==> src/rtl/scesu_pkg.sv <==
// Types and codes shared by the sparse coordinate element store.
package scesu_pkg;

  // Request kinds.
  localparam logic KIND_READ  = 1'b0;
  localparam logic KIND_WRITE = 1'b1;

  // Result status codes.
  localparam logic STATUS_OK   = 1'b0;
  localparam logic STATUS_FULL = 1'b1;

  // One request.
  typedef struct packed {
    logic               kind;
    logic [9:0]         row;
    logic [9:0]         col;
    logic signed [31:0] value;
  } in_item_t;

  // One result.
  typedef struct packed {
    logic signed [31:0] read_value;
    logic               found;
    logic               status;
  } out_item_t;

  // Controller states.
  typedef enum logic [2:0] {
    ST_CLEAR,
    ST_IDLE,
    ST_SCAN,
    ST_COMMIT,
    ST_RESP
  } state_t;

  // Commands from controller to datapath.
  typedef struct packed {
    logic capture;
    logic clr_wr;
    logic cnt_inc;
    logic rd_en;
    logic cmp_en;
    logic commit;
    logic load_out;
  } cmd_t;

  // Status from datapath to controller.
  typedef struct packed {
    logic cnt_zero;
    logic cnt_last;
    logic cnt_end;
  } sts_t;

endpackage

==> src/rtl/scesu_dpath.sv <==
// Datapath: slot memory, scan counter, match tracking and result register.
module scesu_dpath
  import scesu_pkg::*;
#(
  parameter int ENTRIES    = 64,
  parameter int INDEX_BITS = 10
) (
  input  logic      clk,
  input  logic      rst_n,
  input  in_item_t  in_data,
  input  cmd_t      cmd,
  output sts_t      sts,
  output out_item_t out_data
);

  localparam int KEY_W  = 2 * INDEX_BITS;
  localparam int WORD_W = 1 + KEY_W + 32;
  localparam int AW     = $clog2(ENTRIES);
  localparam int CW     = $clog2(ENTRIES + 1);

  // Slot word: valid bit, key, value.
  logic [WORD_W-1:0] mem [ENTRIES];

  logic               kind_r;
  logic [KEY_W-1:0]   key_r;
  logic signed [31:0] value_r;

  logic [CW-1:0]      cnt_r;
  logic [WORD_W-1:0]  rd_data_r;
  logic [AW-1:0]      rd_idx_r;

  logic               hit_r;
  logic [AW-1:0]      hit_idx_r;
  logic signed [31:0] hit_val_r;
  logic               free_r;
  logic [AW-1:0]      free_idx_r;

  out_item_t          out_r;

  logic               rd_valid;
  logic [KEY_W-1:0]   rd_key;
  logic [31:0]        rd_val;
  logic [KEY_W-1:0]   in_key;
  logic               val_nz;
  logic               full;
  logic               wr_en;
  logic [AW-1:0]      wr_addr;
  logic [WORD_W-1:0]  wr_data;

  // Key from the incoming indices, each cut or widened to INDEX_BITS.
  assign in_key = {INDEX_BITS'(in_data.row), INDEX_BITS'(in_data.col)};

  assign rd_valid = rd_data_r[WORD_W-1];
  assign rd_key   = rd_data_r[WORD_W-2 -: KEY_W];
  assign rd_val   = rd_data_r[31:0];

  assign val_nz = (value_r != 32'sd0);
  assign full   = (kind_r == KIND_WRITE) && val_nz && !hit_r && !free_r;

  // Counter status.
  assign sts.cnt_zero = (cnt_r == '0);
  assign sts.cnt_last = (cnt_r == CW'(ENTRIES - 1));
  assign sts.cnt_end  = (cnt_r == CW'(ENTRIES));

  // Request capture.
  always_ff @(posedge clk) begin
    if (cmd.capture) begin
      kind_r  <= in_data.kind;
      key_r   <= in_key;
      value_r <= in_data.value;
    end
  end

  // Scan / clear counter; starts at slot 0 for the clearing pass.
  always_ff @(posedge clk) begin
    if (!rst_n) begin
      cnt_r <= '0;
    end else if (cmd.capture) begin
      cnt_r <= '0;
    end else if (cmd.cnt_inc) begin
      cnt_r <= cnt_r + CW'(1);
    end
  end

  // Registered memory read.
  always_ff @(posedge clk) begin
    if (cmd.rd_en) begin
      rd_data_r <= mem[cnt_r[AW-1:0]];
      rd_idx_r  <= cnt_r[AW-1:0];
    end
  end

  // Match and lowest-free tracking over the scanned slots.
  always_ff @(posedge clk) begin
    if (cmd.capture) begin
      hit_r  <= 1'b0;
      free_r <= 1'b0;
    end else if (cmd.cmp_en) begin
      if (rd_valid && (rd_key == key_r) && !hit_r) begin
        hit_r     <= 1'b1;
        hit_idx_r <= rd_idx_r;
        hit_val_r <= rd_val;
      end
      if (!rd_valid && !free_r) begin
        free_r     <= 1'b1;
        free_idx_r <= rd_idx_r;
      end
    end
  end

  // Write port: clearing pass, or the single update of a write request.
  always_comb begin
    wr_en   = 1'b0;
    wr_addr = cnt_r[AW-1:0];
    wr_data = '0;
    priority if (cmd.clr_wr) begin
      wr_en = 1'b1;
    end else if (cmd.commit && (kind_r == KIND_WRITE)) begin
      priority if (hit_r) begin
        // update in place, or free the slot on a zero value
        wr_en   = 1'b1;
        wr_addr = hit_idx_r;
        wr_data = {val_nz, key_r, value_r};
      end else if (val_nz && free_r) begin
        wr_en   = 1'b1;
        wr_addr = free_idx_r;
        wr_data = {1'b1, key_r, value_r};
      end else begin
        wr_en = 1'b0;
      end
    end else begin
      wr_en = 1'b0;
    end
  end

  always_ff @(posedge clk) begin
    if (wr_en) begin
      mem[wr_addr] <= wr_data;
    end
  end

  // Result register.
  always_ff @(posedge clk) begin
    if (cmd.load_out) begin
      out_r.read_value <= ((kind_r == KIND_READ) && hit_r) ? hit_val_r : 32'sd0;
      out_r.found      <= hit_r;
      out_r.status     <= full ? STATUS_FULL : STATUS_OK;
    end
  end

  assign out_data = out_r;

endmodule

==> src/rtl/scesu_ctrl.sv <==
// Controller: clearing pass, slot scan sequencing and result handshake.
module scesu_ctrl
  import scesu_pkg::*;
(
  input  logic clk,
  input  logic rst_n,
  input  logic in_valid,
  output logic in_stall,
  output logic out_valid,
  input  logic out_stall,
  input  sts_t sts,
  output cmd_t cmd
);

  state_t state_r;
  state_t state_nxt;
  logic   out_valid_r;
  logic   out_valid_nxt;
  logic   out_free;

  assign out_free = !out_valid_r || !out_stall;

  // State register.
  always_ff @(posedge clk) begin
    if (!rst_n) begin
      state_r <= ST_CLEAR;
    end else begin
      state_r <= state_nxt;
    end
  end

  // Next state.
  always_comb begin
    state_nxt = state_r;
    unique case (state_r)
      ST_CLEAR:  if (sts.cnt_last) state_nxt = ST_IDLE;
      ST_IDLE:   if (in_valid)     state_nxt = ST_SCAN;
      ST_SCAN:   if (sts.cnt_end)  state_nxt = ST_COMMIT;
      ST_COMMIT:                   state_nxt = ST_RESP;
      ST_RESP:   if (out_free)     state_nxt = ST_IDLE;
      default:                     state_nxt = ST_CLEAR;
    endcase
  end

  // Commands.
  always_comb begin
    cmd      = '0;
    in_stall = 1'b1;
    unique case (state_r)
      ST_CLEAR: begin
        cmd.clr_wr  = 1'b1;
        cmd.cnt_inc = 1'b1;
      end
      ST_IDLE: begin
        in_stall    = 1'b0;
        cmd.capture = in_valid;
      end
      ST_SCAN: begin
        // issue slot cnt, compare slot cnt-1
        cmd.rd_en   = !sts.cnt_end;
        cmd.cnt_inc = !sts.cnt_end;
        cmd.cmp_en  = !sts.cnt_zero;
      end
      ST_COMMIT: begin
        cmd.commit = 1'b1;
      end
      ST_RESP: begin
        cmd.load_out = out_free;
      end
      default: begin
        cmd = '0;
      end
    endcase
  end

  // Result valid flag.
  always_comb begin
    out_valid_nxt = out_valid_r;
    priority if (cmd.load_out) begin
      out_valid_nxt = 1'b1;
    end else if (!out_stall) begin
      out_valid_nxt = 1'b0;
    end else begin
      out_valid_nxt = out_valid_r;
    end
  end

  always_ff @(posedge clk) begin
    if (!rst_n) begin
      out_valid_r <= 1'b0;
    end else begin
      out_valid_r <= out_valid_nxt;
    end
  end

  assign out_valid = out_valid_r;

endmodule

==> src/rtl/sparse_coordinate_element_store_unit.sv <==
// Top level of the sparse coordinate element store.
// Fully associative table of ENTRIES (row, col, value) slots held in one
// memory. Each request is taken in the idle state and then scans every
// slot through the memory read port, one slot a cycle, to find the
// matching key and the lowest free slot; a write then updates, frees or
// fills one slot. The next request is taken only after the scan, commit
// and result steps of the one before, and later while an earlier result
// is still stalled at the output. The result sits in an output register,
// so the next request can be taken while it waits. After reset a clearing
// pass marks every slot free; no request is taken during it.
module sparse_coordinate_element_store_unit
  import scesu_pkg::*;
#(
  parameter int ENTRIES    = 64,
  parameter int INDEX_BITS = 10
) (
  input  logic      clk,
  input  logic      rst_n,
  input  logic      in_valid,
  output logic      in_stall,
  input  in_item_t  in_data,
  output logic      out_valid,
  input  logic      out_stall,
  output out_item_t out_data
);

  cmd_t cmd;
  sts_t sts;

  scesu_ctrl u_ctrl (
    .clk       (clk),
    .rst_n     (rst_n),
    .in_valid  (in_valid),
    .in_stall  (in_stall),
    .out_valid (out_valid),
    .out_stall (out_stall),
    .sts       (sts),
    .cmd       (cmd)
  );

  scesu_dpath #(
    .ENTRIES    (ENTRIES),
    .INDEX_BITS (INDEX_BITS)
  ) u_dpath (
    .clk      (clk),
    .rst_n    (rst_n),
    .in_data  (in_data),
    .cmd      (cmd),
    .sts      (sts),
    .out_data (out_data)
  );

endmodule

==> config.mk <==
export PLATFORM = sky130hd
export DESIGN_NAME = sparse_coordinate_element_store_unit
export DESIGN_NICKNAME = d
export VERILOG_FILES = /design/src/rtl/scesu_pkg.sv /design/src/rtl/scesu_dpath.sv /design/src/rtl/scesu_ctrl.sv /design/src/rtl/sparse_coordinate_element_store_unit.sv
export SDC_FILE = /design/constraint.sdc
export NUM_CORES = 2
export LEC_CHECK = 0
export ABC_AREA = 1
export ABC_CLOCK_PERIOD_IN_PS = 7900
export BUFFER_PORTS_ARGS = -buffer_cell sky130_fd_sc_hd__buf_2
export CAP_MARGIN = 5
export CORE_AREA = 2 2 507 509
export DETAILED_ROUTE_END_ITERATION = 12
export DIE_AREA = 0 0 509 511
export GPL_ROUTABILITY_DRIVEN = 1
export PLACE_DENSITY_LB_ADDON = 0.05
export SYNTH_ARGS = -nofsm -noshare
export SYNTH_HDL_FRONTEND = slang
export SYNTH_SLANG_ARGS = --single-unit
==> constraint.sdc <==
create_clock -name clk -period 7.9 [get_ports clk]
set_input_delay 1.58 -clock clk [delete_from_list [all_inputs] [get_ports clk]]
set_output_delay 1.58 -clock clk [all_outputs]
set_load 0.01 [all_outputs]
==> impl_metrics.tcl <==
set metrics [dict create \
    clock-sinks 3595 \
    power-per-cell-area_mw_per_mm2 320 \
    worst_pin_slew_ps 1310 \
    synth_edf_count 3582 \
    pin_count 93 \
    ys_types 42 \
    cts_made_buffers 374 \
    hold_viol 0 \
    dpl.cell_count 13300 \
    syn_to_final_growth_pct 11.2 \
    combPwrFrac_pct 22.5 \
    syn_area_per_cell_um2 13.6 \
    drtAntennaViolNets 0 \
    async_flop_share_pct 0 \
    drive_above_1_share_pct 9.22 \
    vias 90300 \
    fin_cells 13900 \
    setup_slack_ps 3010 \
    rsz0062_at_grt "false" \
    clk_pin_slew_ps 60 \
    port-buffer-count 92 \
    wl_um 443000 \
    crit_fanout 36 \
    gr-total-overflow 0 \
    grt_pass1_wl_um 624000 \
    p_int_mw 34.0 \
    initial_core_util_pct 54.7 \
    post-cts-setup-buffers 0 \
    synth_warnings 0 \
    die_y_um 511 \
    hpwl_um 236000 \
    ys_seq_area_share_pct 77.2 \
    p_leak_nw 51.8 \
    clock_path_buffers 4 \
    cp.arrival_ps 5460 \
    mostFrequentLayoutCell "edfxtp_1" \
    timing.slew.headroom_pct 12.3 \
    worstHoldPathType "reg -> reg" \
    fin_nets 10300 \
    swShare_pct 31.6 \
    path_class "reg -> reg" \
    final_cell_mix "3582 x edfxtp_1, 1932 x nor2_1, 1634 x o21ai_0, 563 x nand2_1, 490 x o22ai_1" \
    synth-seq-cells 3595 \
    die_w_um 509 \
    grt_max_degree 207 \
    grt_pass1_vias 84300 \
    setup-violations-final 0 \
    final.min_clock_period_ps 4890 \
    grt_use_total_pct 33.6 \
    drv_cap 0 \
    netlist_area_mm2 0.140 \
    post_drt_wl_per_cell_um 31.9 \
    power.net_switching_mw 15.7 \
    ys.flop_type "edfxtp_1" \
    holdBufCountCts 0 \
    worstPathRequired_ps 8470 \
    outcome "completed" \
    finClkSkew_ps 50.1 \
    syn_inst 10300 \
    fin_area_mm2 0.155 \
    num_rows 186 \
    viasPerCell 6.49 \
    startpoint_type "register" \
    fillers 19300 \
    cts_root_buf "clkbuf_16" \
    p_clk_share_pct 33.4 \
    ctsResizeCount 0 \
    drc 0 \
    place_ws_ps 3070 \
    p_seq_share_pct 44.1 \
    fin_crit_sh_pct 61.9 \
    dieArea_mm2 0.260 \
    cts_tree "built" \
    htree_levels 5 \
    firstDrtPassIters 7 \
    insertion_delay_ps 990 \
    gp_congestion 0.895 \
    placed_area_mm2 0.144 \
    synth_nets 10300 \
    antenna_found_initial 16 \
    endpoint_kind "register" \
    drtIter0Drc 13500 \
    slew_viol_final 0 \
    irDropWorstVdd_mv 0.312 \
    max_freq_mhz 204 \
    coreArea_mm2 0.255 \
    tns_ps 0 \
]
[cell families (layout without fill, tap and decap cells)]
logic type	count (synthesis)	in the layout	share of synthesized area (%)
fa+ha+maj	2	2	0.0179
flops	3595	3595	77.2
buf+inv	849	1098	2.71
compound gates	2745	2745	11.3
other cells	0	9	0
xor+xnor	6	6	0.0376
simple gates	3073	3073	8.76
[critical path, stage by stage (launching register included)]
cell	delay [ps]
edfxtp_1	400
nor2_1	180
nand2_1	80
nor2_1	160
nand2_1	120
o21ai_1	400
nand2_2	250
nand2_8	370
nand2_1	90
nand2_1	240
nand3_2	420
nor2_4	770
buf_4	900
[layer usage]
| layer | vias up | GRT usage [%] | routed length, µm |
|---|---|---|---|
| met3 | 799 | 6.27 | 44000 |
| met4 | 10 | 12.9 | 17800 |
| met1 | 46100 | 47.6 | 175000 |
| met5 | - | 0 | 60 |
| met2 | 5087 | 51.9 | 207000 |
| li1 | 38400 | - | - |
[sequential cells by signal (all words and copies together), names as in the netlist]
| register | cells |
|---|---|
| u_dpath.mem | 3392 |
| u_dpath.rd_data_r | 53 |
| u_dpath.out_data | 34 |
| u_dpath.hit_val_r | 32 |
| u_dpath.value_r | 32 |
| u_dpath.key_r | 20 |
| u_dpath.cnt_r | 7 |
| u_dpath.free_idx_r | 6 |
| u_dpath.hit_idx_r | 6 |
| u_dpath.rd_idx_r | 6 |
| u_ctrl.state_r | 3 |
| u_ctrl.out_valid | 1 |
| u_dpath.free_r | 1 |
| u_dpath.hit_r | 1 |
| u_dpath.kind_r | 1 |
[metrics by stage]
stage               utilization, %  hold slack, ps  total power, mW
finish                        60.8             423             49.7
global route                  60.8             427             51.5
CTS                           60.8             425             49.7
detailed placement            56.4             411             33.3
global placement              56.4             407             33.1
floorplan                        -             400             29.7
[cell usage after synthesis, types with 2 or more instances]
library cell	instances	area share, %
buf_4	42	0.23
clkbuf_2	4	0.014
nand4_1	54	0.24
nand3_2	4	0.029
inv_1	119	0.32
o21ai_1	100	0.36
buf_1	20	0.054
o22ai_1	490	2.2
o211ai_1	193	1.0
nand2_2	10	0.045
nor2_1	2053	5.5
nor3b_1	2	0.011
buf_2	219	0.78
nor2_2	2	0.0090
nand2_1	564	1.5
a31oi_1	7	0.031
inv_2	8	0.022
xor2_1	5	0.031
buf_6	19	0.15
dfxtp_1	13	0.19
o221ai_1	227	1.4
or2_2	7	0.031
a21oi_1	88	0.32
clkbuf_1	416	1.1
ha_1	2	0.018
o21ai_0	1634	5.9
nor3_1	6	0.022
edfxtp_1	3582	77
nand3_1	367	1.3
[final cells by class]
cell class / instances / area [µm²] / share of cell area [%]
Sequential cell: 3595 / 108000 / 69.4
Multi-Input combinational cell: 5826 / 29000 / 18.7
Clock buffer: 465 / 9770 / 6.29
Tap cell: 3384 / 4230 / 2.73
Timing Repair Buffer: 327 / 2470 / 1.59
Clock inverter: 178 / 1460 / 0.941
Inverter: 128 / 529 / 0.341
Antenna cell: 9 / 22.5 / 0.0145
[power groups by stage]
stage | Combinational (mW) | Sequential [mW] | Clock (mW)
final | 11.2 | 21.9 | 16.6
after global routing | 12.1 | 21.9 | 17.4
after CTS | 11.0 | 21.9 | 16.7
after detailed placement | 11.0 | 22.3 | 0
after global placement | 10.8 | 22.3 | 0
after floorplan | 7.57 | 22.1 | 0
[path summary, 6_finish.rpt]
check,startpoint,end,slack [ps],cells past startpoint
worst max-delay path,u_dpath.value_r[14],u_dpath.mem[40][10],3010,12
worst min-delay path,u_dpath.rd_data_r[13],u_dpath.hit_val_r[13],420,0
worst max register to register,u_dpath.value_r[14],u_dpath.mem[40][10],3010,12
worst min register to register,u_dpath.rd_data_r[13],u_dpath.hit_val_r[13],420,0
Note: power is estimated with default switching activity, not from simulation.
